## config.mk

```make
export PLATFORM = sky130hd
export DESIGN_NAME = fau_filt
export DESIGN_NICKNAME = d
export VERILOG_FILES = /design/src/rtl/fau_pkg.sv /design/src/rtl/fau_filt.sv
export SDC_FILE = /design/constraint.sdc
export NUM_CORES = 2
export LEC_CHECK = 0
export BUFFER_PORTS_ARGS = -buffer_cell sky130_fd_sc_hd__clkbuf_2
export CAP_MARGIN = 20
export CORE_ASPECT_RATIO = 0.5
export CORE_UTILIZATION = 28
export CTS_CLUSTER_SIZE = 24
export DETAILED_ROUTE_END_ITERATION = 8
export PLACE_DENSITY_LB_ADDON = 0.05
export SYNTH_ARGS = -nofsm -noshare
export SYNTH_HDL_FRONTEND = slang
export SYNTH_SLANG_ARGS = --single-unit
```

## constraint.sdc

```tcl
create_clock -name clk_i -period 5.15 [get_ports clk_i]
set_clock_uncertainty 0.05 [all_clocks]
set_input_delay 0.515 -clock clk_i [delete_from_list [all_inputs] [get_ports clk_i]]
set_output_delay 0.515 -clock clk_i [all_outputs]
set_load 0.05 [all_outputs]
```

## src/rtl/fau_pkg.sv

```systemverilog
// fau_pkg: shared types, widths, codes and rounding helpers of the
// filtered ampere update block; no dependencies
`default_nettype none

package fau_pkg;

  localparam int DATA_W     = 32;
  localparam int FRAC_W     = 16;
  localparam int ACC_W      = 60;
  localparam int CFG_IDX_W  = 4;
  localparam int CFG_DATA_W = 24;

  localparam int THETA_W = 17;
  localparam int ALPHA_W = 18;
  localparam int BETA_W  = 17;
  localparam int DELTA_W = 17;
  localparam int DT_W    = 24;
  localparam int DSTEP_W = 17;

  // component selector codes
  localparam logic [1:0] FUNC_EX = 2'd0;
  localparam logic [1:0] FUNC_EY = 2'd1;
  localparam logic [1:0] FUNC_EZ = 2'd2;

  typedef enum logic [CFG_IDX_W-1:0] {
    REG_THETA = 4'd0,
    REG_ALPHA = 4'd1,
    REG_BETA  = 4'd2,
    REG_DELTA = 4'd3,
    REG_DT    = 4'd4,
    REG_DTDX  = 4'd5,
    REG_DTDY  = 4'd6,
    REG_DTDZ  = 4'd7
  } cfg_idx_e;

  typedef struct packed {
    logic [1:0]               func;
    logic signed [DATA_W-1:0] current_density;
    logic signed [DATA_W-1:0] first_curl_diff;
    logic signed [DATA_W-1:0] second_curl_diff;
    logic signed [DATA_W-1:0] field_old;
    logic signed [DATA_W-1:0] history_one;
    logic signed [DATA_W-1:0] history_two;
  } in_t;

  typedef struct packed {
    logic signed [DATA_W-1:0] field_new;
    logic signed [DATA_W-1:0] field_filtered;
    logic signed [DATA_W-1:0] history_one_new;
    logic signed [DATA_W-1:0] history_two_new;
  } out_t;

  typedef struct packed {
    logic [THETA_W-1:0] theta;
    logic [ALPHA_W-1:0] coef_alpha;
    logic [BETA_W-1:0]  coef_beta;
    logic [DELTA_W-1:0] coef_delta;
    logic [DT_W-1:0]    time_step;
    logic [DSTEP_W-1:0] step_over_dx;
    logic [DSTEP_W-1:0] step_over_dy;
    logic [DSTEP_W-1:0] step_over_dz;
  } cfg_t;

  // increment stage result handed to the field stage
  typedef struct packed {
    logic signed [DATA_W-1:0] field_old;
    logic signed [DATA_W-1:0] adv;
    logic signed [DATA_W-1:0] h2_new;
    logic signed [ACC_W-1:0]  part;
  } incr_t;

  // field stage result handed to the filter stages
  typedef struct packed {
    logic signed [DATA_W-1:0] field_new;
    logic signed [DATA_W-1:0] adv;
    logic signed [DATA_W-1:0] h1_new;
    logic signed [DATA_W-1:0] h2_new;
    logic signed [ACC_W-1:0]  part;
  } field_t;

  // Q.32 to Q16.16, round half up, saturate to 32 bits
  function automatic logic signed [DATA_W-1:0] round_sat(
    input logic signed [ACC_W-1:0] x
  );
    localparam logic signed [ACC_W-1:0] RndHalf = ACC_W'(1 << (FRAC_W - 1));
    localparam logic signed [ACC_W-FRAC_W-1:0] QMax = (ACC_W - FRAC_W)'(2147483647);
    localparam logic signed [ACC_W-FRAC_W-1:0] QMin = -QMax - 1;
    logic signed [ACC_W-1:0]        y;
    logic signed [ACC_W-FRAC_W-1:0] q;
    y = x + RndHalf;
    q = y[ACC_W-1:FRAC_W];
    if (q > QMax) begin
      round_sat = QMax[DATA_W-1:0];
    end else if (q < QMin) begin
      round_sat = QMin[DATA_W-1:0];
    end else begin
      round_sat = q[DATA_W-1:0];
    end
  endfunction

  // saturate a 33-bit sum to 32 bits
  function automatic logic signed [DATA_W-1:0] sat_word(
    input logic signed [DATA_W:0] x
  );
    if (x[DATA_W] != x[DATA_W-1]) begin
      sat_word = x[DATA_W] ? {1'b1, {(DATA_W-1){1'b0}}} : {1'b0, {(DATA_W-1){1'b1}}};
    end else begin
      sat_word = x[DATA_W-1:0];
    end
  endfunction

endpackage

`default_nettype wire

```

## src/rtl/fau_filt.sv

```systemverilog
// fau_filt: stages 4 and 5, weight products and filtered field, result register
// depends on fau_pkg
`default_nettype none

module fau_filt (
  input  wire logic       clk_i,
  input  wire logic       rst_ni,
  input  wire logic       valid_i,
  input  fau_pkg::field_t data_i,
  input  fau_pkg::cfg_t   cfg_i,
  output logic            valid_o,
  output fau_pkg::out_t   data_o
);

  localparam int PA_W = fau_pkg::ALPHA_W + 1 + fau_pkg::DATA_W;
  localparam int PB_W = fau_pkg::BETA_W + 1 + fau_pkg::DATA_W;

  logic                              s4_valid_q;
  logic signed [PA_W-1:0]            s4_pa_q;
  logic signed [PB_W-1:0]            s4_pb_q;
  logic signed [fau_pkg::ACC_W-1:0]  s4_part_q;
  logic signed [fau_pkg::DATA_W-1:0] s4_enew_q, s4_h1n_q, s4_h2n_q;

  always_ff @(posedge clk_i or negedge rst_ni) begin
    if (!rst_ni) begin
      s4_valid_q <= 1'b0;
    end else begin
      s4_valid_q <= valid_i;
    end
  end

  always_ff @(posedge clk_i) begin
    s4_pa_q   <= PA_W'($signed({1'b0, cfg_i.coef_alpha})) * PA_W'($signed(data_i.field_new));
    s4_pb_q   <= PB_W'($signed({1'b0, cfg_i.coef_beta})) * PB_W'($signed(data_i.adv));
    s4_part_q <= data_i.part;
    s4_enew_q <= data_i.field_new;
    s4_h1n_q  <= data_i.h1_new;
    s4_h2n_q  <= data_i.h2_new;
  end

  logic signed [fau_pkg::ACC_W-1:0] acc_filt;
  fau_pkg::out_t                    s5_d, s5_q;
  logic                             s5_valid_q;

  always_comb begin
    acc_filt = fau_pkg::ACC_W'(s4_pa_q) + fau_pkg::ACC_W'(s4_pb_q) + s4_part_q;
    s5_d.field_new       = s4_enew_q;
    s5_d.field_filtered  = fau_pkg::round_sat(acc_filt);
    s5_d.history_one_new = s4_h1n_q;
    s5_d.history_two_new = s4_h2n_q;
  end

  always_ff @(posedge clk_i or negedge rst_ni) begin
    if (!rst_ni) begin
      s5_valid_q <= 1'b0;
    end else begin
      s5_valid_q <= s4_valid_q;
    end
  end

  always_ff @(posedge clk_i) begin
    s5_q <= s5_d;
  end

  assign valid_o = s5_valid_q;
  assign data_o  = s5_q;

endmodule

`default_nettype wire

```

==> results.sh <==
export IMPL_max_freq_mhz=167.2
export IMPL_postSynthAreaPerCell_um2=9.415
export IMPL_ys_ff_latch=387
export IMPL_synthSimpleGateAreaFrac=0.1413
export IMPL_seq_area_frac_synth=0.1453
export IMPL_hold_viol=0
export IMPL_layout_drive_gt1_share=0.2496
export IMPL_required_ns=5.62
export IMPL_gr_total_overflow=0
export IMPL_stdcell_area_um2=69870
export IMPL_utilization=0.3718
export IMPL_antenna_found_initial=3
export IMPL_setup_viol=59
export IMPL_cp_max_fo=6
export IMPL_netlist_area_um2=53390
export IMPL_insertion_delay_ns=0.65
export IMPL_n_fill_cell=19180
export IMPL_rsz0062_at_grt="yes"
export IMPL_first_global_vias=44320
export IMPL_synth_cell_types=74
export IMPL_cp_num_buf_inv=6
export IMPL_finalCritPeriodShare=1.161
export IMPL_place_ws_ns=-1.785
export IMPL_cpPeakStageDelay_ns=0.54
export IMPL_yosys_area_share_adder=0.5103
export IMPL_grt_max_degree=24
export IMPL_wl_per_cell_um=18.15
export IMPL_maxCapViolations=0
export IMPL_max_clock_path_buffers=3
export IMPL_rows=112
export IMPL_htree_levels=2
export IMPL_clk_pin_slew_ns=0.06
export IMPL_yosysWarnings=0
export IMPL_cp_slowest_cell="fa_1"
export IMPL_via_count=39210
export IMPL_hold_path_class="primary input to register"
export IMPL_syn_inst=5671
export IMPL_worst_setup_path_end_kind="register"
export IMPL_syn2layout_area_growth_pct=30.85
export IMPL_firstDrtPassIters=5
export IMPL_final_nets=8591
export IMPL_pin_count=464
export IMPL_seq_area_um2=7757
export IMPL_drc=0
export IMPL_synth_nets=7502
export IMPL_die_area_um2=192600
export IMPL_cts_buffers=44
export IMPL_root_buffer="clkbuf_16"
export IMPL_routed_wl_um=168900
export IMPL_die_y_um=310.8
export IMPL_synthMuxAreaShare=0.0001875
export IMPL_outcome="complete, but fails checks"
export IMPL_synth_top_family_by_area="adder cells"
export IMPL_max_slew_margin_rel=0.6356
export IMPL_report_final_slew_viol_count=0
export IMPL_synth_compound_area_share=0.05657
export IMPL_grt_usage=0.1768
export IMPL_synth_edf_count=0
export IMPL_post_route_min_period_ns=5.981
export IMPL_vias_per_cell=4.215
export IMPL_fin_ws_ns=-0.8309
export IMPL_worst_endpoint_arrival_ns=6.45
export IMPL_drt_iter0_drc=1319
export IMPL_crit_top_cell="fa_1"
export IMPL_synth_xor_area_frac=0.02264
export IMPL_port_buffer_count=354
export IMPL_crit_type="primary input to register"
export IMPL_die_x_um=619.6
export IMPL_globalplace_congestion=0.8296
export IMPL_worst_pin_slew_ns=0.5409
export IMPL_start_kind="primary input"
export IMPL_grt_pass1_wl_um=264000
export IMPL_start_util=0.2841
export IMPL_whs_ns=0.06218
export IMPL_critPathTopFamily="adder cells"
export IMPL_cts_tree="built"
export IMPL_ant_nets=0
export IMPL_hpwlAfterDp_um=143800
export IMPL_multi_input_area_um2=41160
export IMPL_core_region_area_um2=187900
export IMPL_violations="setup timing"
export IMPL_cts_sinks=387
export IMPL_async_reset_ff_frac=0.005168
export IMPL_place_area_um2=64060
export IMPL_synthFlopType="dfxtp_1"
## placed cells by master (no fill, tap or decap), types with 15 or more instances in the layout
cell type	netlist	routed
o21a_1	21	19
dlygate4sd3_1	0	128
inv_1	1546	1469
buf_6	6	61
nor2b_1	18	17
nand3_1	27	23
nand2_2	0	18
fa_1	1136	1057
ha_1	360	314
buf_4	0	632
and2_1	721	632
a21o_1	72	72
o21ai_0	79	48
xnor2_2	0	20
o21ai_2	1	16
nor3_1	20	16
a21oi_1	154	108
nand2b_1	19	15
o21bai_1	17	16
ha_4	0	43
inv_2	0	76
nor2_1	70	61
xor2_1	41	35
buf_12	0	61
fa_2	0	79
nand2_1	503	477
a21oi_2	1	39
nand4_1	17	17
clkbuf_2	1	303
xnor2_1	97	77
dfxtp_1	385	385
and2_4	0	89
a21o_2	17	17
clkbuf_16	0	65
## worst reg2reg max path, cell delays in order (launching register included)
cell and delay, ns:
dfxtp_1 0.36, inv_1 0.14, fa_1 0.57, inv_1 0.04, ha_1 0.26, ha_1 0.38, nand4_1 0.18, or4_4 0.58
a21oi_2 0.16, o2111ai_2 0.22, a311oi_2 0.39, o21ai_2 0.10, a311o_1 0.42, and3_4 0.21, a41oi_4 0.26, buf_4 0.27
a21o_1 0.18
## path summary, 6_finish.rpt
| path | from | slack [ns] | cells after the start | endpoint |
|---|---|---|---|---|
| setup / recovery | cfg_i[116] | -0.83 | 25 | s4_pa_q[48] |
| hold / removal | data_i[169] | 0.06 | 1 | s4_enew_q[13] |
| setup reg to reg | s4_pa_q[19] | 0.29 | 16 | data_o[74] |
| hold reg to reg | s4_enew_q[1] | 0.27 | 0 | data_o[97] |
| max in group asynchronous | rst_ni | 4.80 | 2 | valid_o |
| min in group asynchronous | rst_ni | 0.16 | 2 | s4_valid_q |
## metrics by stage
| stage | setup TNS, ns | std cells |
|---|---|---|
| global route | -36.71 | 9304 |
| global placement | -89.36 | 9014 |
| finish | -27.43 | 9304 |
| CTS | -27.08 | 9265 |
| detailed placement | -88.86 | 9014 |
| floorplan | -27.64 | 5671 |
## state kept, by name, indices dropped and copies added (netlist names)
register	flops
s4_part_q	60
s4_h2n_q	32
s4_enew_q	32
data_o	128
valid_o	1
s4_h1n_q	32
s4_valid_q	1
s4_pa_q	51
s4_pb_q	50
## area by class of cell
type | instances | share of cell area
diodes | 1 | 0.00003582
clock buffers | 52 | 0.01676
clock inverters | 29 | 0.005892
inverters | 1546 | 0.08310
multi-input cells | 3539 | 0.5892
flip-flops and latches | 387 | 0.1110
well taps | 2508 | 0.04491
repair buffers | 1242 | 0.1491
## what timing repair did
action                     4_1_cts  5_1_grt
setup endpoints to repair       66      100
gates resized for setup        252      302
pin swaps                      126      172
buffers inserted                42       31
cloned                           4       17
hold endpoints to repair       129        0
hold buffers                   128        0
## cell usage after synthesis, types with 3 or more instances
cell type,instances,share of area
inv_1,1546,0.11
fa_1,1136,0.43
and2_1,721,0.084
nand2_1,503,0.035
dfxtp_1,385,0.14
ha_1,360,0.084
clkbuf_1,183,0.013
a21oi_1,154,0.014
xnor2_1,97,0.016
o21ai_0,79,0.0074
a21o_1,72,0.010
nor2_1,70,0.0049
xor2_1,41,0.0067
nand3_1,27,0.0025
a31oi_1,21,0.0025
o21a_1,21,0.0030
nor3_1,20,0.0019
nand2b_1,19,0.0022
nor2b_1,18,0.0021
a21o_2,17,0.0028
nand4_1,17,0.0020
o21bai_1,17,0.0024
and3_1,13,0.0015
o211ai_1,11,0.0015
a211oi_1,10,0.0014
buf_2,9,0.00084
nor4_1,8,0.00094
o31ai_1,7,0.00098
buf_6,6,0.0013
a21boi_0,5,0.00070
o22ai_1,5,0.00059
or3_1,5,0.00059
a311oi_1,4,0.00066
nand3b_1,4,0.00056
o31a_1,4,0.00066
a31o_2,3,0.00049
and4_1,3,0.00049
nor3b_1,3,0.00042
o2111ai_1,3,0.00049
## per-layer routing
layer	vias to the layer above	GRT usage	wire, um
met2	451	0.2844	77320
met5	-	0	13
met3	119	0.01693	4699
li1	18660	-	-
met1	19980	0.2609	83680
met4	2	0.02688	3174
## logic make-up (layout without fill, tap and decap cells)
family | count (synthesis) | in the layout
buffers and inverters | 1745 | 2869
adder cells (fa/ha/maj) | 1496 | 1496
AND/OR/NAND/NOR | 1438 | 1438
AO/OA/AOI/OAI | 466 | 466
flip-flops | 387 | 387
XOR/XNOR | 138 | 138
multiplexers | 1 | 1
other | 0 | 1
Power is not shown: default switching activity piles up to over one toggle a cycle in this logic, so the estimate is an artifact.
