--- src/rtl/fau_pkg.sv ---
// fau_pkg: shared types, widths, codes and rounding helpers of the
// filtered ampere update block; no dependencies
`default_nettype none

package fau_pkg;

  localparam int DATA_W     = 32;
  localparam int FRAC_W     = 16;
  localparam int ACC_W      = 60;
  localparam int CFG_IDX_W  = 4;
  localparam int CFG_DATA_W = 24;

  localparam int THETA_W = 17;
  localparam int ALPHA_W = 18;
  localparam int BETA_W  = 17;
  localparam int DELTA_W = 17;
  localparam int DT_W    = 24;
  localparam int DSTEP_W = 17;

  // component selector codes
  localparam logic [1:0] FUNC_EX = 2'd0;
  localparam logic [1:0] FUNC_EY = 2'd1;
  localparam logic [1:0] FUNC_EZ = 2'd2;

  typedef enum logic [CFG_IDX_W-1:0] {
    REG_THETA = 4'd0,
    REG_ALPHA = 4'd1,
    REG_BETA  = 4'd2,
    REG_DELTA = 4'd3,
    REG_DT    = 4'd4,
    REG_DTDX  = 4'd5,
    REG_DTDY  = 4'd6,
    REG_DTDZ  = 4'd7
  } cfg_idx_e;

  typedef struct packed {
    logic [1:0]               func;
    logic signed [DATA_W-1:0] current_density;
    logic signed [DATA_W-1:0] first_curl_diff;
    logic signed [DATA_W-1:0] second_curl_diff;
    logic signed [DATA_W-1:0] field_old;
    logic signed [DATA_W-1:0] history_one;
    logic signed [DATA_W-1:0] history_two;
  } in_t;

  typedef struct packed {
    logic signed [DATA_W-1:0] field_new;
    logic signed [DATA_W-1:0] field_filtered;
    logic signed [DATA_W-1:0] history_one_new;
    logic signed [DATA_W-1:0] history_two_new;
  } out_t;

  typedef struct packed {
    logic [THETA_W-1:0] theta;
    logic [ALPHA_W-1:0] coef_alpha;
    logic [BETA_W-1:0]  coef_beta;
    logic [DELTA_W-1:0] coef_delta;
    logic [DT_W-1:0]    time_step;
    logic [DSTEP_W-1:0] step_over_dx;
    logic [DSTEP_W-1:0] step_over_dy;
    logic [DSTEP_W-1:0] step_over_dz;
  } cfg_t;

  // increment stage result handed to the field stage
  typedef struct packed {
    logic signed [DATA_W-1:0] field_old;
    logic signed [DATA_W-1:0] adv;
    logic signed [DATA_W-1:0] h2_new;
    logic signed [ACC_W-1:0]  part;
  } incr_t;

  // field stage result handed to the filter stages
  typedef struct packed {
    logic signed [DATA_W-1:0] field_new;
    logic signed [DATA_W-1:0] adv;
    logic signed [DATA_W-1:0] h1_new;
    logic signed [DATA_W-1:0] h2_new;
    logic signed [ACC_W-1:0]  part;
  } field_t;

  // Q.32 to Q16.16, round half up, saturate to 32 bits
  function automatic logic signed [DATA_W-1:0] round_sat(
    input logic signed [ACC_W-1:0] x
  );
    localparam logic signed [ACC_W-1:0] RndHalf = ACC_W'(1 << (FRAC_W - 1));
    localparam logic signed [ACC_W-FRAC_W-1:0] QMax = (ACC_W - FRAC_W)'(2147483647);
    localparam logic signed [ACC_W-FRAC_W-1:0] QMin = -QMax - 1;
    logic signed [ACC_W-1:0]        y;
    logic signed [ACC_W-FRAC_W-1:0] q;
    y = x + RndHalf;
    q = y[ACC_W-1:FRAC_W];
    if (q > QMax) begin
      round_sat = QMax[DATA_W-1:0];
    end else if (q < QMin) begin
      round_sat = QMin[DATA_W-1:0];
    end else begin
      round_sat = q[DATA_W-1:0];
    end
  endfunction

  // saturate a 33-bit sum to 32 bits
  function automatic logic signed [DATA_W-1:0] sat_word(
    input logic signed [DATA_W:0] x
  );
    if (x[DATA_W] != x[DATA_W-1]) begin
      sat_word = x[DATA_W] ? {1'b1, {(DATA_W-1){1'b0}}} : {1'b0, {(DATA_W-1){1'b1}}};
    end else begin
      sat_word = x[DATA_W-1:0];
    end
  endfunction

endpackage

`default_nettype wire

--- src/rtl/fau_field.sv ---
// fau_field: stage 3, new field and first history with saturation
// depends on fau_pkg
`default_nettype none

module fau_field (
  input  wire logic       clk_i,
  input  wire logic       rst_ni,
  input  wire logic       valid_i,
  input  fau_pkg::incr_t  data_i,
  output logic            valid_o,
  output fau_pkg::field_t data_o
);

  fau_pkg::field_t s3_d, s3_q;
  logic            s3_valid_q;
  logic signed [fau_pkg::DATA_W-1:0] enew;

  always_comb begin
    enew = fau_pkg::sat_word((fau_pkg::DATA_W + 1)'(data_i.field_old)
                             + (fau_pkg::DATA_W + 1)'(data_i.adv));
    s3_d.field_new = enew;
    s3_d.adv       = data_i.adv;
    s3_d.h1_new    = fau_pkg::sat_word((fau_pkg::DATA_W + 1)'(enew)
                                       - (fau_pkg::DATA_W + 1)'(data_i.adv));
    s3_d.h2_new    = data_i.h2_new;
    s3_d.part      = data_i.part;
  end

  always_ff @(posedge clk_i or negedge rst_ni) begin
    if (!rst_ni) begin
      s3_valid_q <= 1'b0;
    end else begin
      s3_valid_q <= valid_i;
    end
  end

  always_ff @(posedge clk_i) begin
    s3_q <= s3_d;
  end

  assign valid_o = s3_valid_q;
  assign data_o  = s3_q;

endmodule

`default_nettype wire

--- config.mk ---
export PLATFORM = sky130hd
export DESIGN_NAME = fau_field
export DESIGN_NICKNAME = d
export VERILOG_FILES = /design/src/rtl/fau_pkg.sv /design/src/rtl/fau_field.sv
export SDC_FILE = /design/constraint.sdc
export NUM_CORES = 1
export LEC_CHECK = 0
export BUFFER_PORTS_ARGS = -buffer_cell sky130_fd_sc_hd__buf_2
export CAP_MARGIN = 20
export CORE_UTILIZATION = 43
export DETAILED_ROUTE_END_ITERATION = 8
export PLACE_DENSITY_LB_ADDON = 0.08
export SYNTH_ARGS = -nofsm -noshare
export SYNTH_HDL_FRONTEND = slang
export SYNTH_SLANG_ARGS = --single-unit
--- constraint.sdc ---
create_clock -name clk_i -period 0.8 [get_ports clk_i]
set_clock_uncertainty 0.15 [all_clocks]
set_input_delay 0 -clock clk_i [delete_from_list [all_inputs] [get_ports clk_i]]
set_output_delay 0 -clock clk_i [all_outputs]
set_load 0.01 [all_outputs]
==> results of run 1 <==
## synth_stat cells (11+ instances only)
cell / number
a21o_1: 26
a21oi_1: 77
dfxtp_1: 188
ha_1: 63
inv_1: 47
nand2_1: 36
nand2b_1: 18
nand3_1: 12
nor2_1: 40
nor3_1: 11
o211ai_2: 32
o21ai_0: 35
xnor2_1: 27
xor2_1: 26
## metrics by stage
stage | instance area (um2) | TNS (ns) | setup WS (ns) | util
CTS | 15400 | -239.08 | -4.27 | 0.849
detailed placement | 12100 | -239.28 | -5.11 | 0.668
global placement | 12100 | -231.22 | -4.99 | 0.668
floorplan | 8280 | -187.04 | -4.14 | -
## what timing repair did
item	4_1_cts
pin swaps	38
setup buffers	71
hold buffers	127
endpoints found under the setup margin	253
gates cloned	4
hold endpoints to repair	129
resized for setup	181
## cell families after synthesis
family	synth area share
AOI/OAI and AO/OA	0.227
DFF	0.471
and+or+nand+nor	0.0918
buffers and inverters	0.0423
adders and majority gates	0.108
xor gates and xnor gates	0.0577
muxes	0.00249
## layer usage
metal  GRT overflow  track usage
met5              0        0.128
met4              2        0.591
met3              1        0.414
met2              1        0.841
met1              0        0.639
==> results.toml, run 1 <==
[outcome]
status = "aborted with a tool error"
haltStage = "global routing"
firstError = "[ERROR GRT-0232] Routing congestion too high. Check the congestion heatmap in the GUI."

[synth]
synth_area_um2 = 8040
synthTopCellsByArea = "dfxtp_1 (47%), ha_1 (9.8%), o211ai_2 (5.0%)"
syn_nets = 1004
yosysWarnings = 0
synth-main-ff-cell = "dfxtp_1"
synth-seq-area-share = 0.471
yosys.area.top_type = "dfxtp_1"
syn_inst = 780
async_reset_ff_frac = 0.00529
syn_area_per_cell_um2 = 10.3
synth_top_area_frac = 0.468
synth-edff-count = 0
synth_seq_cells = 189
ys_types = 71

[grt]
grt-ovfl-total = 4
grt_max_degree = 24
grt_usage = 0.626

[placed_design]
dp_cells = 1591
dpl.hpwl_um = 22800
gp_congestion = 0.885
place.port_buffers = 347

[floorplanning]
die_w_um = 139
rows = 49
boundaryPins = 348
start_util = 0.443
die_y_um = 139

[clocking]
clock_path_buffers = 2
cts_max_level = 4
cts.sink_count = 189
cts-root-buf = "clkbuf_16"
cts_made_buffers = 17

[timing]
postGrtWorstEndpoint = "data_o[107]$_DFF_P_/D"
endpoint_type = "register data pin"
==> run 2: changes to the inputs <==
CORE_UTILIZATION = 40   (was 43)
PLACE_DENSITY_LB_ADDON = 0.15   (was 0.08)
clock period = 1.05 ns   (was 0.8 ns; I/O delays follow)
==> results.toml, run 2 <==
[outcome]
status = "complete, but fails checks"
violations = "negative hold slack, negative setup slack"

[timing]
layout_setup_ws_ns = -4.46
holdWs_ns = -0.0240
max_freq_mhz = 181
finalCriticalPeriod_ns = 5.51
rsz0062_at_grt = "yes"
final_hold_viol_count = 1
worst_slew_pin_slew_ns = 0.835
relSlewSlack = 0.441
slew_viol_final = 0
setup_viol = 134
post-route-period-util = 5.25

[synth]
ys_types = 71
synth_area_um2 = 8040
syn_area_per_cell_um2 = 10.3
yosys.area_share.simple = 0.0918
synth-main-ff-cell = "dfxtp_1"
synth-edff-count = 0
synth_xor_area_frac = 0.0577
yosysWarnings = 0
yosys.cell_count.top_type = "dfxtp_1"
syn_nets = 1004
synthTopCellsByCount = "dfxtp_1 (188), a21oi_1 (77), ha_1 (63), inv_1 (47), nor2_1 (40)"
synthTopCellsByArea = "dfxtp_1 (47%), ha_1 (9.8%), o211ai_2 (5.0%)"
synth_compound_area_frac = 0.227
synth-seq-area-share = 0.471
yosys.area.top_type = "dfxtp_1"
syn_inst = 780
muxShareOfSynthArea = 0.00249
synth_top_area_frac = 0.468
synth_top_family_by_area = "compound AO/OA/AOI/OAI gates"
async_reset_ff_frac = 0.00529
synth_seq_cells = 189
synthAdderAreaFrac = 0.108

[worst_hold_path]
min_from = "data_i[93]"
hold_class = "in2reg"
min_to = "data_o[93]"
worstHoldPathCells = 4

[grt]
grt_max_degree = 26
grt_pass1_wl_um = 46700
grt-ovfl-total = 0
grt_usage = 0.298
antenna_found_initial = 4
grt_pass1_vias = 8880

[floorplanning]
die_area_um2 = 20700
die_y_um = 144
rows = 51
die_w_um = 144
start_util = 0.411
boundaryPins = 348
core_area_um2 = 19600

[routing]
wl_per_cell_um = 22.5
drc = 0
ant_nets = 0
drt_pass1_iterations = 5
drtIter0Drc = 657
viasPerCell = 5.17
routed_wl_um = 41100
vias = 9455

[final_layout]
final_common_cell = "buf_4"
nets = 1773
finalNonFillerCells = 1829
largest_reg_flops = 188
drive_above_1_share = 0.612
layout_common_cells = "buf_4 (239), buf_2 (206), buf_6 (177)"
syn_to_final_growth_pct = 105
fin_area_um2 = 16500

[critical_path]
crit_path_max_incr_delay_ns = 0.48
slowest_stage = "o41ai_2"
cp_max_fo = 8
path_class = "in2reg"
crit_path_start_kind = "input port"
endpoint_kind = "flip-flop"
arrival_ns = 5.68
critPathRequiredTime_ns = 1.21

[placed_design]
placed_area_um2 = 12100
place.port_buffers = 347
dp_cells = 1620
gp_congestion = 0.894
dpl.hpwl_um = 22300

[clocking]
cts_made_buffers = 17
cts_max_level = 4
clk_pin_slew_worst_paths_ns = 0.09
cts.sink_count = 189
clock_path_buffers = 2
cts-root-buf = "clkbuf_16"
cts_tree = "built"
holdBufCountCts = 128

[power_and_ir_drop]
p_leak_nw = 7.77
vdd_drop_max_mv = 1.25
powerDensity_nw_per_um2 = 2130
switching_power_mw = 13.4
clockPowerShare = 0.202
switching_share = 0.382
seqPwrFrac = 0.276
p_int_mw = 21.7
combPwrFrac = 0.522

[run]
drv_cap = 0
[run 2: cell counts after synthesis]
Identical to the previous run, type by type.
[run 2: area by class of cell]
type / count / area [um2]
repair buffers: 773 / 6550
inverters: 48 / 183
fillers: 1011 / 3120
well taps: 265 / 332
multi-input cells: 520 / 4800
clock buffers: 17 / 425
flip-flops and latches: 189 / 3950
diodes: 2 / 5.00
clock inverters: 15 / 219
[run 2: worst max-delay path by stage]
stage	startpoint	end	slack [ns]	cells after the start
floorplan	data_i[134]	data_o[93]	-3.89	24
finish	data_i[125]	data_o[118]	-4.46	29
global route	data_i[93]	data_o[118]	-4.72	29
CTS	data_i[92]	data_o[114]	-4.02	26
global placement	data_i[93]	data_o[118]	-4.63	27
detailed placement	data_i[125]	data_o[118]	-4.87	27
[run 2: worst max-delay path, delay by kind of cell]
kind,cells,cell delay (ns)
AO/OA/AOI/OAI,15,3.17
adder cells (fa/ha/maj),2,0.53
AND/OR/NAND/NOR,5,0.84
buffers and inverters,7,1.13
[run 2: timing repair]
item                                   CTS  global route
buffers inserted                        11            34
resized for setup                      122           372
endpoints found under the hold margin  130             1
setup endpoints to repair              152           222
pin swaps                               15            59
cloned                                   3             4
[run 2: through the flow]
step / util / total power, mW / worst slack, ns / setup TNS, ns
after floorplan: - / 16.1 / -3.89 / -171.04
final: 0.841 / 35.1 / -4.46 / -196.73
after global placement: 0.617 / 21.9 / -4.63 / -218.21
after detailed placement: 0.617 / 22.1 / -4.87 / -224.68
after CTS: 0.747 / 30.7 / -4.02 / -174.35
after global routing: 0.840 / 36.3 / -4.72 / -212.31
[run 2: per-layer routing]
layer / part of all wire / track usage / wire [um] / up-vias
li1: - / - / - / 4333
met1: 0.37 / 0.354 / 15000 / 4430
met2: 0.47 / 0.501 / 19100 / 508
met3: 0.10 / 0.0563 / 4110 / 178
met4: 0.065 / 0.176 / 2680 / 6
met5: 0.0023 / 0 / 95 / -
[run 2: cells by family after synthesis]
family          Yosys count
fa+ha+maj                69
simple gates            151
xor+xnor                 53
buf+inv                  71
mux                       2
compound gates          245
flops                   189
[run 2: power by group through the flow]
stage                     Combinational [mW]  Sequential [mW]  Clock (mW)
after CTS                               14.5             9.22        7.01
after detailed placement                12.9             9.18           0
after global placement                  12.8             9.17           0
after floorplan                         6.37             9.69           0
after global routing                    19.2             9.72        7.41
final                                   18.3             9.70        7.09
(Power assumes the default switching activity.)
==> run 3: changes to the inputs <==
GPL_TIMING_DRIVEN = 0   (was unset)
==> results.toml, run 3 (synthesized netlist as in run 2, its figures left out) <==
[routing]
drtIter0Drc = 371
drc = 0
ant_nets = 0
vias = 8261
wl_per_cell_um = 19.9
drt_pass1_iterations = 5
routed_wl_um = 32300
viasPerCell = 5.08

[grt]
grt_max_degree = 23
grt_pass1_wl_um = 44600
grt_pass1_vias = 8270
antenna_found_initial = 1
grt_usage = 0.287
grt-ovfl-total = 0

[floorplanning]
die_y_um = 144
die_area_um2 = 20700
core_area_um2 = 19600
die_w_um = 144
boundaryPins = 348
rows = 51
start_util = 0.411

[clocking]
cts-root-buf = "clkbuf_16"
holdBufCountCts = 127
cts_tree = "built"
cts_made_buffers = 17
cts.sink_count = 189
clk_pin_slew_worst_paths_ns = 0.08
cts_max_level = 4
clock_path_buffers = 2

[timing]
holdWs_ns = -0.420
post-route-period-util = 4.88
max_freq_mhz = 195
setup_tns_ns = -179.17
worst_slew_pin_slew_ns = 0.418
rsz0062_at_grt = "yes"
final_hold_viol_count = 8
slew_viol_final = 0
finalCriticalPeriod_ns = 5.13
relSlewSlack = 0.719
setup_viol = 84
layout_setup_ws_ns = -4.08

[power_and_ir_drop]
switching_power_mw = 11.4
switching_share = 0.369
powerDensity_nw_per_um2 = 2110
p_int_mw = 19.5
p_leak_nw = 6.67
clockPowerShare = 0.218
vdd_drop_max_mv = 1.40
total_power_mw = 30.9
seqPwrFrac = 0.298
combPwrFrac = 0.484

[critical_path]
critPathRequiredTime_ns = 1.22
cp_max_fo = 6
path_class = "in2reg"
arrival_ns = 5.30
endpoint_kind = "flip-flop"
crit_path_start_kind = "input port"

[placed_design]
gp_congestion = 0.883
dp_slack_ns = -5.37
dp_cells = 1392
placed_area_um2 = 10400
dpl.hpwl_um = 20300
place.port_buffers = 347

[final_layout]
fin_area_um2 = 14600
utilization = 0.747
nets = 1570
largest_reg_flops = 188
finalNonFillerCells = 1625
final_common_cell = "buf_2"
syn_to_final_growth_pct = 82.1
layout_common_cells = "buf_2 (216), buf_6 (147), dlygate4sd3_1 (127)"
drive_above_1_share = 0.551

[outcome]
violations = "negative hold slack, negative setup slack"
status = "complete, but fails checks"

[worst_hold_path]
hold_class = "in2reg"
worstHoldPathCells = 1

[run]
drv_cap = 0
==> run 3: cell count changes in the layout (fill, tap and decap cells not counted), moves of 5 or more <==
cell,before,now
buf_4,239,57
buf_6,177,147
buf_2,206,216
a21oi_2,15,22
ha_1,37,30
ha_2,2,9
a21oi_4,17,11
dfxtp_1,59,65
dfxtp_2,128,123
o21ai_2,2,7
==> run 3: worst paths after layout <==
kind	start	end	slack [ns]
max	data_i[93]	data_o[104]	-4.08
min	data_i[101]	data_o[133]	-0.42
max in group asynchronous	rst_ni	valid_o	0.42
min in group asynchronous	rst_ni	valid_o	0.23
==> run 3: final cells by class <==
type / instances / area [um2]
clock buffers: 17 / 425
repair buffers: 552 / 4590
fillers: 1304 / 4950
flip-flops and latches: 189 / 3940
well taps: 265 / 332
inverters: 48 / 183
diodes: 1 / 2.50
plain buffers: 18 / 225
multi-input cells: 520 / 4740
clock inverters: 15 / 199
==> run 3: routing by layer <==
layer,part of all wire,vias to the layer above,global-route usage
met5,0,-,0
met4,0.051,0,0.168
met3,0.072,92,0.0763
met2,0.48,337,0.480
met1,0.39,3893,0.329
li1,-,3939,-
==> run 3: power by group through the flow <==
stage          registers [mW]  logic, mW  clock network [mW]
3_5_place_dp             8.98       10.5                   0
5_1_grt                  9.33       15.9                7.16
2_1_floorplan            9.69       6.37                   0
3_3_place_gp             8.96       10.5                   0
6_report                 9.22       15.0                6.76
4_1_cts                  8.93       13.6                6.84
==> run 3: timing repair <==
action                                  in CTS  in global routing
gates resized for setup                    233                224
gates cloned                                 6                  0
pin swaps                                   53                 16
endpoints found under the setup margin     146                228
setup buffers                               60                 12
endpoints found under the hold margin      140                  3
==> run 3: worst max-delay path, cell delays in order <==
cell and delay (ns):
buf_4 0.15, ha_4 0.24, a21o_1 0.21, a21oi_4 0.19
o21ai_4 0.10, nor3b_4 0.18, o31ai_4 0.28, a21boi_2 0.13
a21bo_1 0.22, a311o_2 0.51, buf_4 0.19, maj3_2 0.34
ha_4 0.26, o21ai_0 0.25, o21ai_2 0.10, a221oi_2 0.31
a21oi_2 0.14, a2111oi_4 0.43, o41ai_4 0.14, buf_4 0.17
o311ai_4 0.24, buf_6 0.16, buf_6 0.11, buf_6 0.13
o211ai_2 0.11
==> run 4: changes to the inputs <==
ABC_AREA = 1   (was unset)
==> results.toml, run 4 <==
[outcome]
status = "complete, but fails checks"
violations = "negative hold slack, negative setup slack"

[timing]
holdWs_ns = -0.422
setup_tns_ns = -101.61
max_freq_mhz = 287
post-route-period-util = 3.32
slew_viol_final = 0
worst_slew_pin_slew_ns = 0.584
layout_setup_ws_ns = -2.44
final_hold_viol_count = 11
relSlewSlack = 0.607
setup_viol = 71
finalCriticalPeriod_ns = 3.49
rsz0062_at_grt = "yes"

[synth]
synth-seq-area-share = 0.461
synth_compound_area_frac = 0.118
synthTopCellsByArea = "dfxtp_1 (46%), nand2_1 (11%), ha_1 (9.6%)"
yosysWarnings = 0
synthAdderAreaFrac = 0.101
yosys.area.top_type = "dfxtp_1"
synthTopCellsByCount = "nand2_1 (246), dfxtp_1 (188), inv_1 (121), a21oi_1 (86), nor2_1 (82)"
synth_top_family_by_area = "simple AND/OR/NAND/NOR gates"
synth-main-ff-cell = "dfxtp_1"
yosys.area_share.simple = 0.194
synth_top_area_frac = 0.458
synth-edff-count = 0
muxShareOfSynthArea = 0
ys_types = 39
async_reset_ff_frac = 0.00529
yosys.cell_count.top_type = "nand2_1"
syn_inst = 1001
synth_xor_area_frac = 0.0565
synth_area_um2 = 8220
syn_area_per_cell_um2 = 8.21
synth_seq_cells = 189
syn_nets = 1225

[floorplanning]
die_w_um = 145
core_area_um2 = 20200
die_area_um2 = 21100
boundaryPins = 348
rows = 52
die_y_um = 145
start_util = 0.408

[critical_path]
arrival_ns = 3.66
cp_max_fo = 7
path_class = "in2reg"
endpoint_kind = "flip-flop"
crit_path_start_kind = "input port"
slowest_stage = "o21ai_0"
crit_start = "data_i[102]"
crit_path_max_incr_delay_ns = 0.36
critPathRequiredTime_ns = 1.22

[placed_design]
placed_area_um2 = 10500
gp_congestion = 0.867
place.port_buffers = 347
dpl.hpwl_um = 23200

[clocking]
cts_tree = "built"
clk_pin_slew_worst_paths_ns = 0.07
cts_made_buffers = 17
cts-root-buf = "clkbuf_16"
clock_path_buffers = 2
cts.sink_count = 189
cts_max_level = 4

[worst_hold_path]
hold_class = "in2reg"
worstHoldPathCells = 1
min_from = "data_i[121]"

[grt]
grt-ovfl-total = 0
grt_pass1_vias = 9689
grt_usage = 0.322
antenna_found_initial = 0
grt_pass1_wl_um = 52600
grt_max_degree = 21

[routing]
drtIter0Drc = 441
drt_pass1_iterations = 5
vias = 9556
viasPerCell = 4.98
ant_nets = 0
wl_per_cell_um = 19.7
drc = 0
routed_wl_um = 37700

[final_layout]
final_common_cell = "buf_2"
drive_above_1_share = 0.571
seq_area_um2 = 3920
layout_common_cells = "buf_2 (224), nand2_1 (152), buf_6 (144)"
antenna_cells = 0
largest_reg_flops = 188
nets = 1858
fin_area_um2 = 16300
multi_input_area_um2 = 5820
utilization = 0.807
fillers = 1223
syn_to_final_growth_pct = 98.0

[run]
drv_cap = 0

[power_and_ir_drop]
powerDensity_nw_per_um2 = 1980
p_leak_nw = 7.58
vdd_drop_max_mv = 1.25
## run 4: worst max-delay path, delay by kind of cell
family | cells | cell delay, ns
adders and majority gates | 2 | 0.59
xor gates and xnor gates | 1 | 0.24
and+or+nand+nor | 15 | 1.60
AOI/OAI and AO/OA | 3 | 0.61
buffers and inverters | 6 | 0.58
## run 4: per-layer routing
metal	global-route usage	wire, um
met1	0.361	14400
met2	0.588	19300
met3	0.0486	1820
met4	0.165	2070
met5	0	0
## run 4: final timing paths
| check | endpoint |
|---|---|
| worst min-delay path | data_o[153] |
| worst max-delay path | data_o[118] |
| max in group asynchronous | valid_o |
| min in group asynchronous | valid_o |
## run 4: cell type report
class / count / share of cell area
Multi-Input combinational cell: 676 / 0.357
Inverter: 124 / 0.0286
Timing Repair Buffer: 614 / 0.305
Clock inverter: 14 / 0.0103
Buffer: 12 / 0.0106
Tap cell: 270 / 0.0208
Clock buffer: 18 / 0.0264
Sequential cell: 189 / 0.241
## run 4: cell families (layout without fill, tap and decap cells)
logic type | after synthesis | after routing
DFF | 189 | 189
adders and majority gates | 65 | 65
buffers and inverters | 136 | 782
and+or+nand+nor | 390 | 390
AOI/OAI and AO/OA | 168 | 168
xor gates and xnor gates | 53 | 53
## run 4: report_power, final
| group | internal (mW) | switching [mW] | leakage (nW) |
|---|---|---|---|
| Combinational | 7.97 | 8.61 | 5.69 |
| Clock | 3.22 | 3.28 | 0.289 |
| Sequential | 8.62 | 0.550 | 1.60 |
| Total | 19.8 | 12.4 | 7.58 |
## run 4: metrics by stage
stage                     instances  total power, mW  hold WS [ns]  worst slack (ns)
final                          1917             32.2        -0.422             -2.44
after global placement         1618             18.6        -0.376             -3.31
after global routing           1917             33.7        -0.432             -2.62
after detailed placement       1618             18.7        -0.375             -3.29
after floorplan                1001             15.2        -0.446             -2.36
after CTS                      1894             29.9        -0.444             -2.21
## run 4: timing repair
action,4_1_cts,5_1_grt
gates cloned,10,0
resized for setup,387,281
hold endpoints to repair,142,14
endpoints found under the setup margin,112,198
hold buffers,122,3
pin swaps,96,80
buffers inserted,112,20
