$ cat src/rtl/fau_pkg.sv
// fau_pkg: shared types, widths, codes and rounding helpers of the
// filtered ampere update block; no dependencies
`default_nettype none

package fau_pkg;

  localparam int DATA_W     = 32;
  localparam int FRAC_W     = 16;
  localparam int ACC_W      = 60;
  localparam int CFG_IDX_W  = 4;
  localparam int CFG_DATA_W = 24;

  localparam int THETA_W = 17;
  localparam int ALPHA_W = 18;
  localparam int BETA_W  = 17;
  localparam int DELTA_W = 17;
  localparam int DT_W    = 24;
  localparam int DSTEP_W = 17;

  // component selector codes
  localparam logic [1:0] FUNC_EX = 2'd0;
  localparam logic [1:0] FUNC_EY = 2'd1;
  localparam logic [1:0] FUNC_EZ = 2'd2;

  typedef enum logic [CFG_IDX_W-1:0] {
    REG_THETA = 4'd0,
    REG_ALPHA = 4'd1,
    REG_BETA  = 4'd2,
    REG_DELTA = 4'd3,
    REG_DT    = 4'd4,
    REG_DTDX  = 4'd5,
    REG_DTDY  = 4'd6,
    REG_DTDZ  = 4'd7
  } cfg_idx_e;

  typedef struct packed {
    logic [1:0]               func;
    logic signed [DATA_W-1:0] current_density;
    logic signed [DATA_W-1:0] first_curl_diff;
    logic signed [DATA_W-1:0] second_curl_diff;
    logic signed [DATA_W-1:0] field_old;
    logic signed [DATA_W-1:0] history_one;
    logic signed [DATA_W-1:0] history_two;
  } in_t;

  typedef struct packed {
    logic signed [DATA_W-1:0] field_new;
    logic signed [DATA_W-1:0] field_filtered;
    logic signed [DATA_W-1:0] history_one_new;
    logic signed [DATA_W-1:0] history_two_new;
  } out_t;

  typedef struct packed {
    logic [THETA_W-1:0] theta;
    logic [ALPHA_W-1:0] coef_alpha;
    logic [BETA_W-1:0]  coef_beta;
    logic [DELTA_W-1:0] coef_delta;
    logic [DT_W-1:0]    time_step;
    logic [DSTEP_W-1:0] step_over_dx;
    logic [DSTEP_W-1:0] step_over_dy;
    logic [DSTEP_W-1:0] step_over_dz;
  } cfg_t;

  // increment stage result handed to the field stage
  typedef struct packed {
    logic signed [DATA_W-1:0] field_old;
    logic signed [DATA_W-1:0] adv;
    logic signed [DATA_W-1:0] h2_new;
    logic signed [ACC_W-1:0]  part;
  } incr_t;

  // field stage result handed to the filter stages
  typedef struct packed {
    logic signed [DATA_W-1:0] field_new;
    logic signed [DATA_W-1:0] adv;
    logic signed [DATA_W-1:0] h1_new;
    logic signed [DATA_W-1:0] h2_new;
    logic signed [ACC_W-1:0]  part;
  } field_t;

  // Q.32 to Q16.16, round half up, saturate to 32 bits
  function automatic logic signed [DATA_W-1:0] round_sat(
    input logic signed [ACC_W-1:0] x
  );
    localparam logic signed [ACC_W-1:0] RndHalf = ACC_W'(1 << (FRAC_W - 1));
    localparam logic signed [ACC_W-FRAC_W-1:0] QMax = (ACC_W - FRAC_W)'(2147483647);
    localparam logic signed [ACC_W-FRAC_W-1:0] QMin = -QMax - 1;
    logic signed [ACC_W-1:0]        y;
    logic signed [ACC_W-FRAC_W-1:0] q;
    y = x + RndHalf;
    q = y[ACC_W-1:FRAC_W];
    if (q > QMax) begin
      round_sat = QMax[DATA_W-1:0];
    end else if (q < QMin) begin
      round_sat = QMin[DATA_W-1:0];
    end else begin
      round_sat = q[DATA_W-1:0];
    end
  endfunction

  // saturate a 33-bit sum to 32 bits
  function automatic logic signed [DATA_W-1:0] sat_word(
    input logic signed [DATA_W:0] x
  );
    if (x[DATA_W] != x[DATA_W-1]) begin
      sat_word = x[DATA_W] ? {1'b1, {(DATA_W-1){1'b0}}} : {1'b0, {(DATA_W-1){1'b1}}};
    end else begin
      sat_word = x[DATA_W-1:0];
    end
  endfunction

endpackage

`default_nettype wire

$ cat src/rtl/fau_cfg.sv
// fau_cfg: configuration register file with reset values
// depends on fau_pkg
`default_nettype none

module fau_cfg (
  input  wire logic                           clk_i,
  input  wire logic                           rst_ni,
  input  wire logic                           cfg_valid_i,
  output logic                                cfg_ready_o,
  input  wire logic [fau_pkg::CFG_IDX_W-1:0]  cfg_index_i,
  input  wire logic [fau_pkg::CFG_DATA_W-1:0] cfg_data_i,
  output fau_pkg::cfg_t                       cfg_o
);

  fau_pkg::cfg_t cfg_q, cfg_d;

  assign cfg_ready_o = 1'b1;
  assign cfg_o       = cfg_q;

  always_comb begin
    cfg_d = cfg_q;
    if (cfg_valid_i) begin
      unique case (fau_pkg::cfg_idx_e'(cfg_index_i))
        fau_pkg::REG_THETA: cfg_d.theta        = cfg_data_i[fau_pkg::THETA_W-1:0];
        fau_pkg::REG_ALPHA: cfg_d.coef_alpha   = cfg_data_i[fau_pkg::ALPHA_W-1:0];
        fau_pkg::REG_BETA:  cfg_d.coef_beta    = cfg_data_i[fau_pkg::BETA_W-1:0];
        fau_pkg::REG_DELTA: cfg_d.coef_delta   = cfg_data_i[fau_pkg::DELTA_W-1:0];
        fau_pkg::REG_DT:    cfg_d.time_step    = cfg_data_i[fau_pkg::DT_W-1:0];
        fau_pkg::REG_DTDX:  cfg_d.step_over_dx = cfg_data_i[fau_pkg::DSTEP_W-1:0];
        fau_pkg::REG_DTDY:  cfg_d.step_over_dy = cfg_data_i[fau_pkg::DSTEP_W-1:0];
        fau_pkg::REG_DTDZ:  cfg_d.step_over_dz = cfg_data_i[fau_pkg::DSTEP_W-1:0];
        default: ;
      endcase
    end
  end

  always_ff @(posedge clk_i or negedge rst_ni) begin
    if (!rst_ni) begin
      cfg_q.theta        <= '0;
      cfg_q.coef_alpha   <= fau_pkg::ALPHA_W'(65536);
      cfg_q.coef_beta    <= '0;
      cfg_q.coef_delta   <= '0;
      cfg_q.time_step    <= fau_pkg::DT_W'(65536);
      cfg_q.step_over_dx <= '0;
      cfg_q.step_over_dy <= '0;
      cfg_q.step_over_dz <= '0;
    end else begin
      cfg_q <= cfg_d;
    end
  end

endmodule

`default_nettype wire

$ cat config.mk
export PLATFORM = sky130hd
export DESIGN_NAME = fau_cfg
export DESIGN_NICKNAME = d
export VERILOG_FILES = /design/src/rtl/fau_pkg.sv /design/src/rtl/fau_cfg.sv
export SDC_FILE = /design/constraint.sdc
export NUM_CORES = 1
export LEC_CHECK = 0
export ABC_AREA = 1
export ABC_CLOCK_PERIOD_IN_PS = 900
export BUFFER_PORTS_ARGS = -buffer_cell sky130_fd_sc_hd__buf_2
export CAP_MARGIN = 15
export CORE_MARGIN = 3
export CORE_UTILIZATION = 31
export DETAILED_ROUTE_END_ITERATION = 10
export HOLD_SLACK_MARGIN = 0.15
export PLACE_DENSITY = 0.5
export SLEW_MARGIN = 30
export SYNTH_ARGS = -nofsm -noshare
export SYNTH_HDL_FRONTEND = slang
export SYNTH_SLANG_ARGS = --single-unit
$ cat constraint.sdc
create_clock -name clk_i -period 0.9 [get_ports clk_i]
set_clock_uncertainty 0.2 [all_clocks]
set_input_delay 0.09 -clock clk_i [delete_from_list [all_inputs] [get_ports clk_i]]
set_output_delay 0.09 -clock clk_i [all_outputs]
set_load 0.01 [all_outputs]
==> metrics.txt, run 1 <==
# TYPE chip_impl_metric gauge
chip_impl_metric{name="layout_worst_path_cycle_share",unit=""} 1.51
chip_impl_info{name="rsz0062_at_grt",value="yes"} 1
chip_impl_metric{name="number_of_antenna_violating_nets_in_the_routed_design",unit=""} 0
chip_impl_metric{name="worst_ep_arrival_time",unit="ps"} 1070
chip_impl_metric{name="cp_max_fo",unit=""} 2
chip_impl_metric{name="seq_power_share",unit=""} 0.393
chip_impl_metric{name="start_util",unit=""} 0.317
chip_impl_info{name="path_delay_family",value="flip-flops"} 1
chip_impl_metric{name="post_synth.cell_area_avg",unit="µm²"} 8.85
chip_impl_metric{name="rr_worst_depth",unit=""} 4
chip_impl_info{name="start_kind",value="flip-flop"} 1
chip_impl_metric{name="crit_cells",unit=""} 1
chip_impl_metric{name="dp.final_hpwl",unit="µm"} 13200
chip_impl_metric{name="design.final.nets",unit=""} 972
chip_impl_metric{name="grt_pass1_vias",unit=""} 5232
chip_impl_metric{name="detail_route.drc_violations",unit=""} 0
chip_impl_metric{name="clockPowerShare",unit=""} 0.325
chip_impl_metric{name="gpl_congestion",unit=""} 0.749
chip_impl_metric{name="drt_wl_total",unit="µm"} 21100
chip_impl_metric{name="drv_slew",unit=""} 0
chip_impl_info{name="cp-end-kind",value="output port"} 1
chip_impl_metric{name="std_cell_rows",unit=""} 50
chip_impl_metric{name="drv.max_cap_violation_count",unit=""} 0
chip_impl_metric{name="grt_use_total",unit=""} 0.192
chip_impl_metric{name="comb_power_share",unit=""} 0.282
chip_impl_metric{name="timing.critical_path.required",unit="ps"} 610
chip_impl_metric{name="mappedNetlistArea",unit="µm²"} 5960
chip_impl_metric{name="grt_antenna_before_repair",unit=""} 0
chip_impl_metric{name="largest_register_ffs",unit=""} 144
chip_impl_metric{name="boundaryPins",unit=""} 176
chip_impl_info{name="critical_path.cell_chain",value="buf_6"} 1
chip_impl_metric{name="post_route_cells_drive_above_1_share",unit=""} 0.413
chip_impl_metric{name="diodes",unit=""} 0
chip_impl_metric{name="min_period",unit="ps"} 1360
chip_impl_metric{name="power.switching_fraction",unit=""} 0.293
chip_impl_metric{name="chipWidth",unit="µm"} 145
chip_impl_info{name="outcome",value="finished, violations left"} 1
chip_impl_metric{name="synth_fp_nets",unit=""} 705
chip_impl_metric{name="finalWorstSetupSlack",unit="ps"} -459
chip_impl_metric{name="grt_max_degree",unit=""} 33
chip_impl_metric{name="max_clock_freq",unit="MHz"} 736
chip_impl_metric{name="global_route_wire_length_before_repair",unit="µm"} 30400
chip_impl_info{name="setup.worst_path.class",value="reg2out"} 1
chip_impl_metric{name="crit_buf_inv",unit=""} 1
chip_impl_metric{name="globalRouteOverflowTotal",unit=""} 0
chip_impl_metric{name="fin_area",unit="µm²"} 9460
chip_impl_metric{name="design.core.area",unit="µm²"} 18800
chip_impl_metric{name="detailroute.via_count",unit=""} 5503
chip_impl_metric{name="drt_iter0_drc",unit=""} 311
chip_impl_info{name="worst_hold_path_type",value="in2async"} 1
chip_impl_info{name="cts_root_buffer",value="sky130_fd_sc_hd__clkbuf_16"} 1
chip_impl_metric{name="postPlaceCellArea",unit="µm²"} 7530
chip_impl_metric{name="clock_tree.htree_level_count",unit=""} 4
chip_impl_metric{name="cts-root-to-sink-buffers",unit=""} 2
chip_impl_metric{name="delay_of_the_slowest_cell_on_the_worst_path",unit="ps"} 540
chip_impl_metric{name="pwr_density_cell",unit="nW/µm²"} 2370
chip_impl_metric{name="final_util",unit=""} 0.502
chip_impl_info{name="worst_path_max_delay_cell",value="sky130_fd_sc_hd__dfstp_2"} 1
chip_impl_metric{name="area.growth.synth_to_final",unit="%"} 58.7
chip_impl_metric{name="synth_cells",unit=""} 674
chip_impl_metric{name="port_buffers",unit=""} 174
chip_impl_metric{name="ys_seq_elements",unit=""} 144
chip_impl_metric{name="cts_made_buffers",unit=""} 17
chip_impl_metric{name="cellInternalPower",unit="mW"} 15.9
chip_impl_metric{name="ir_drop",unit="µV"} 1310
chip_impl_metric{name="synth_warnings",unit=""} 0
chip_impl_metric{name="clkSlewWorstSetupHoldPaths",unit="ps"} 60
chip_impl_metric{name="power.static_leakage",unit="nW"} 5.05
chip_impl_metric{name="floorplan.die_area",unit="µm²"} 20900
chip_impl_metric{name="switching_power",unit="mW"} 6.56
chip_impl_metric{name="yosys.cell_types.count",unit=""} 18
chip_impl_metric{name="worst_hold_slack",unit="ps"} -691
chip_impl_info{name="clock_tree_from_tritoncts",value="yes"} 1
chip_impl_metric{name="clock_sink_total",unit=""} 144
chip_impl_info{name="violated_checks",value="hold timing, setup timing"} 1
chip_impl_metric{name="detail_route.first_pass.iterations",unit=""} 4
chip_impl_metric{name="hold_violations",unit=""} 272
chip_impl_metric{name="worstSkewPairLatency",unit="ps"} 430
chip_impl_metric{name="detail_route.wl_per_cell",unit="µm"} 17.4
chip_impl_metric{name="finalSetupViolCount",unit=""} 202
chip_impl_metric{name="yosysSeqAreaShare",unit=""} 0.605
chip_impl_metric{name="detail_route.vias_per_cell",unit=""} 4.54
chip_impl_metric{name="fp.dieH",unit="µm"} 145
final timing paths:
check / endpoint / from / slack, ps
max in group asynchronous: cfg_o[111]$_DFFE_PN0P_ / rst_ni / 10
min in group clk_i: cfg_o[67]$_DFFE_PN1P_ / cfg_data_i[16] / -200
worst min-delay path: cfg_o[70]$_DFFE_PN0P_ / rst_ni / -690
worst min register to register: cfg_o[111]$_DFFE_PN0P_ / cfg_o[111]$_DFFE_PN0P_ / 270
worst max register to register: cfg_o[30]$_DFFE_PN0P_ / cfg_o[30]$_DFFE_PN0P_ / -120
worst max-delay path: cfg_o[67] / cfg_o[67]$_DFFE_PN1P_ / -460
metal layers:
layer  global-route usage  wire length (µm)  vias up
met5                    0                 0        -
met4               0.0471               176        0
met3               0.0542               988       11
met2                0.303             10100      141
li1                     -                 -     2665
met1                0.264              9810     2686
repair_timing:
action	CTS	global route
pin swaps	6	49
resized for setup	36	133
buffers inserted	40	36
hold buffers	8	1
gates cloned	0	5
endpoints found under the setup margin	147	241
hold endpoints to repair	288	288
cells in the mapped netlist, drive strengths merged:
cell    instances  area share
nand2         352        0.22
dfrtp         142        0.60
nand4          51       0.054
buf            41       0.041
nand3          24       0.024
inv            23       0.014
o21bai         17       0.021
clkbuf         12      0.0076
nor2            9       0.011
dfstp           2      0.0088
conb            1     0.00063
logic make-up (layout without fill, tap and decap cells):
kind of cell	Yosys count	after routing	share of synthesized area
simple gates	436	439	0.310
compound gates	17	17	0.0214
flops	144	144	0.605
buf+inv	76	352	0.0630
other cells	1	1	0.000629
final cells by class:
type | instances | area [µm²]
well taps | 260 | 325
clock buffers | 25 | 485
fillers | 1759 | 9370
repair buffers | 298 | 2600
clock inverters | 6 | 105
multi-input cells | 457 | 2240
inverters | 23 | 101
flip-flops and latches | 144 | 3610
placed cells by master, fill, tap and decap left out, types with 2 or more instances in the layout:
cell type,instances
sky130_fd_sc_hd__clkbuf_1,5
sky130_fd_sc_hd__nand2_2,44
sky130_fd_sc_hd__inv_2,9
sky130_fd_sc_hd__nand3_2,2
sky130_fd_sc_hd__buf_12,17
sky130_fd_sc_hd__nand3_4,7
sky130_fd_sc_hd__dlygate4sd3_1,8
sky130_fd_sc_hd__clkbuf_16,19
sky130_fd_sc_hd__nor2_4,8
sky130_fd_sc_hd__o21bai_1,16
sky130_fd_sc_hd__dfrtp_1,142
sky130_fd_sc_hd__inv_1,12
sky130_fd_sc_hd__buf_6,106
sky130_fd_sc_hd__nand3_1,18
sky130_fd_sc_hd__nand2_1,306
sky130_fd_sc_hd__bufinv_16,3
sky130_fd_sc_hd__clkbuf_8,3
sky130_fd_sc_hd__buf_2,121
sky130_fd_sc_hd__buf_4,44
sky130_fd_sc_hd__nand4_1,51
sky130_fd_sc_hd__clkinv_2,3
sky130_fd_sc_hd__nand2_4,2
sky130_fd_sc_hd__dfstp_2,2
through the flow:
step / hold slack [ps] / worst slack (ps) / setup TNS (ps) / power [mW] / cells
after global placement: -241 / -404 / -51950 / 13.0 / 1105
after detailed placement: -240 / -416 / -52180 / 13.1 / 1105
after global routing: -696 / -495 / -59180 / 23.6 / 1213
after floorplan: -406 / -189 / -18250 / 10.8 / 674
after CTS: -692 / -469 / -51470 / 21.3 / 1184
final: -691 / -459 / -51420 / 22.4 / 1213
power groups by stage:
stage | combinational, mW | clock, mW | sequential, mW
after global placement | 4.32 | 0 | 8.71
after floorplan | 1.47 | 0 | 9.28
after CTS | 5.28 | 7.37 | 8.65
after global routing | 6.97 | 7.69 | 8.93
final | 6.33 | 7.29 | 8.80
after detailed placement | 4.39 | 0 | 8.69
Power figures use the tool's default switching activity.
==> run 2, diff against run 1 <==
--- a/config.mk
+++ b/config.mk
@@ -10,10 +10,11 @@
 export BUFFER_PORTS_ARGS = -buffer_cell sky130_fd_sc_hd__buf_2
 export CAP_MARGIN = 15
 export CORE_MARGIN = 3
-export CORE_UTILIZATION = 31
+export CORE_UTILIZATION = 47
 export DETAILED_ROUTE_END_ITERATION = 10
+export GPL_TIMING_DRIVEN = 1
 export HOLD_SLACK_MARGIN = 0.15
-export PLACE_DENSITY = 0.5
+export PLACE_DENSITY = 0.73
 export SLEW_MARGIN = 30
 export SYNTH_ARGS = -nofsm -noshare
 export SYNTH_HDL_FRONTEND = slang
==> run 2 against run 1 <==
Sequential share of layout area down 0.18 points; clock power up 2%; largest power group unchanged; the flow still finishes with violations (hold timing, setup timing); highest routed layer unchanged; combinational power up 9.0%; worst hold slack better by 220 ps.
==> metrics.txt, run 2 (synthesis results as in run 1) <==
# TYPE chip_impl_metric gauge
chip_impl_info{name="outcome",value="finished, violations left"} 1
chip_impl_info{name="violated_checks",value="hold timing, setup timing"} 1
chip_impl_info{name="layout.cells.most_common",value="sky130_fd_sc_hd__nand2_1"} 1
chip_impl_metric{name="design.final.nets",unit=""} 987
chip_impl_info{name="cp-end-kind",value="output port"} 1
chip_impl_metric{name="ir_drop",unit="µV"} 1550
chip_impl_metric{name="area_of_combinational_cells_with_multiple_inputs",unit="µm²"} 2330
chip_impl_metric{name="grt_use_total",unit=""} 0.274
chip_impl_metric{name="clock_tree.htree_level_count",unit=""} 4
chip_impl_metric{name="dp.final_hpwl",unit="µm"} 12000
chip_impl_metric{name="rr_worst_depth",unit=""} 4
chip_impl_info{name="cts_root_buffer",value="sky130_fd_sc_hd__clkbuf_16"} 1
chip_impl_info{name="top_signal_layer_used",value="met4"} 1
chip_impl_info{name="reg2reg_from",value="cfg_o[31]$_DFFE_PN0P_"} 1
chip_impl_metric{name="std_cell_rows",unit=""} 40
chip_impl_metric{name="grt_max_degree",unit=""} 41
chip_impl_metric{name="worst_hold_slack",unit="ps"} -466
chip_impl_info{name="critical_path.cell_chain",value="buf_6"} 1
chip_impl_metric{name="drt_wl_total",unit="µm"} 21100
chip_impl_metric{name="drv_slew",unit=""} 0
chip_impl_metric{name="power.switching_fraction",unit=""} 0.298
chip_impl_metric{name="cp_max_fo",unit=""} 2
chip_impl_metric{name="floorplan.die_area",unit="µm²"} 14100
chip_impl_metric{name="postPlaceCellArea",unit="µm²"} 7250
chip_impl_metric{name="number_of_antenna_violating_nets_in_the_routed_design",unit=""} 0
chip_impl_info{name="start_kind",value="flip-flop"} 1
chip_impl_metric{name="min_period",unit="ps"} 1350
chip_impl_metric{name="layout.cells.non_filler",unit=""} 1136
chip_impl_metric{name="clkSlewWorstSetupHoldPaths",unit="ps"} 60
chip_impl_info{name="worst_path_max_delay_cell",value="sky130_fd_sc_hd__dfstp_2"} 1
chip_impl_metric{name="grt_antenna_before_repair",unit=""} 0
chip_impl_metric{name="switching_power",unit="mW"} 6.90
chip_impl_metric{name="design.core.area",unit="µm²"} 12200
chip_impl_metric{name="hold_violations",unit=""} 212
chip_impl_metric{name="clockPowerShare",unit=""} 0.320
chip_impl_metric{name="fin_area",unit="µm²"} 9500
chip_impl_metric{name="detail_route.wl_per_cell",unit="µm"} 18.6
chip_impl_metric{name="place.detailed.instances",unit=""} 1001
chip_impl_info{name="mostFrequentLayoutCells",value="274 x sky130_fd_sc_hd__nand2_1, 142 x sky130_fd_sc_hd__dfrtp_1, 129 x sky130_fd_sc_hd__buf_2"} 1
chip_impl_metric{name="drv.max_cap_violation_count",unit=""} 0
chip_impl_metric{name="regArea",unit="µm²"} 3610
chip_impl_metric{name="detailroute.via_count",unit=""} 6026
chip_impl_info{name="rsz0062_at_grt",value="yes"} 1
chip_impl_metric{name="seq_power_share",unit=""} 0.382
chip_impl_metric{name="detail_route.first_pass.iterations",unit=""} 5
chip_impl_metric{name="cellInternalPower",unit="mW"} 16.3
chip_impl_metric{name="wl_met1",unit="µm"} 7910
chip_impl_metric{name="port_buffers",unit=""} 174
chip_impl_metric{name="chipWidth",unit="µm"} 119
chip_impl_metric{name="pwr_density_cell",unit="nW/µm²"} 2440
chip_impl_metric{name="globalRouteOverflowTotal",unit=""} 0
chip_impl_metric{name="finalWorstSetupSlack",unit="ps"} -453
chip_impl_info{name="worstReg2RegEnd",value="cfg_o[31]$_DFFE_PN0P_"} 1
chip_impl_metric{name="crit_buf_inv",unit=""} 1
chip_impl_metric{name="timing.critical_path.required",unit="ps"} 610
chip_impl_metric{name="met2_length",unit="µm"} 10600
chip_impl_metric{name="tightestPinTransition",unit="ps"} 515
chip_impl_metric{name="detail_route.vias_per_cell",unit=""} 5.30
chip_impl_metric{name="detail_route.drc_violations",unit=""} 0
chip_impl_info{name="worst_hold_path_type",value="in2async"} 1
chip_impl_metric{name="clock_sink_total",unit=""} 144
chip_impl_metric{name="cts-root-to-sink-buffers",unit=""} 2
chip_impl_metric{name="number_of_buffers_inserted_by_hold_repair_at_cts",unit=""} 17
chip_impl_metric{name="power.static_leakage",unit="nW"} 5.10
chip_impl_metric{name="delay_of_the_slowest_cell_on_the_worst_path",unit="ps"} 540
chip_impl_metric{name="post_route_cells_drive_above_1_share",unit=""} 0.451
chip_impl_metric{name="area.growth.synth_to_final",unit="%"} 59.4
chip_impl_metric{name="drt_iter0_drc",unit=""} 465
chip_impl_metric{name="layout_worst_path_cycle_share",unit=""} 1.50
chip_impl_info{name="path_delay_family",value="flip-flops"} 1
chip_impl_metric{name="routed-wl-met3",unit="µm"} 1850
chip_impl_metric{name="ff2ff_setup_slack",unit="ps"} -150
chip_impl_metric{name="cts_made_buffers",unit=""} 17
chip_impl_metric{name="gpl_congestion",unit=""} 0.817
chip_impl_metric{name="crit_cells",unit=""} 1
chip_impl_metric{name="start_util",unit=""} 0.488
chip_impl_info{name="setup.worst_path.class",value="reg2out"} 1
chip_impl_metric{name="diodes",unit=""} 0
chip_impl_metric{name="max_clock_freq",unit="MHz"} 739
chip_impl_metric{name="fp.dieH",unit="µm"} 119
chip_impl_metric{name="maxSlewHeadroom",unit=""} 0.657
chip_impl_metric{name="boundaryPins",unit=""} 176
chip_impl_metric{name="grt_pass1_vias",unit=""} 5698
chip_impl_metric{name="global_route_wire_length_before_repair",unit="µm"} 30000
chip_impl_metric{name="comb_power_share",unit=""} 0.298
chip_impl_metric{name="nFillCells",unit=""} 743
chip_impl_info{name="clock_tree_from_tritoncts",value="yes"} 1
chip_impl_metric{name="worst_ep_arrival_time",unit="ps"} 1060
chip_impl_metric{name="finalSetupViolCount",unit=""} 230
chip_impl_metric{name="largest_register_ffs",unit=""} 144
chip_impl_metric{name="worstSkewPairLatency",unit="ps"} 420
run 2: worst max-delay path by stage:
| stage | start | to | slack (ps) |
|---|---|---|---|
| CTS | cfg_o[125]$_DFFE_PN1P_ | cfg_o[125] | -460 |
| finish | cfg_o[67]$_DFFE_PN1P_ | cfg_o[67] | -450 |
| global placement | cfg_index_i[3] | cfg_o[6]$_DFFE_PN0P_ | -390 |
| global route | cfg_o[125]$_DFFE_PN1P_ | cfg_o[125] | -490 |
| detailed placement | cfg_index_i[3] | cfg_o[15]$_DFFE_PN0P_ | -440 |
| floorplan | cfg_index_i[2] | cfg_o[100]$_DFFE_PN0P_ | -190 |
run 2: final cells by class:
class / count / area share
flip-flops and latches: 144 / 0.379
repair buffers: 314 / 0.277
multi-input cells: 456 / 0.245
clock buffers: 20 / 0.0481
well taps: 168 / 0.0221
clock inverters: 11 / 0.0171
inverters: 23 / 0.0107
run 2: metal layers:
metal,up-vias,global-route usage
met4,0,0.114
met3,64,0.0746
met1,2921,0.341
met5,-,0
met2,348,0.452
li1,2693,-
run 2: power groups by stage:
stage                     registers (mW)  logic, mW  clock network, mW
final                               8.84       6.90               7.42
after global routing                8.94       7.42               7.79
after CTS                           8.60       5.42               7.44
after detailed placement            8.67       4.32                  0
after global placement              8.63       4.19                  0
after floorplan                     9.28       1.47                  0
run 2: metrics by stage:
stage	utilization	power [mW]	TNS [ps]	hold slack (ps)	setup slack, ps
6_report	0.778	23.2	-52890	-466	-453
5_1_grt	0.778	24.2	-59800	-469	-485
3_5_place_dp	0.594	13.0	-52310	-252	-436
3_3_place_gp	0.594	12.8	-48430	-252	-390
4_1_cts	0.704	21.5	-109430	-208	-463
2_1_floorplan	-	10.8	-18250	-406	-189
run 2: what timing repair did:
item / CTS / global route
hold endpoints to repair: 288 / 274
buffers inserted: 53 / 63
gates resized for setup: 39 / 182
gates cloned: 0 / 2
setup endpoints to repair: 152 / 235
pin swaps: 10 / 70
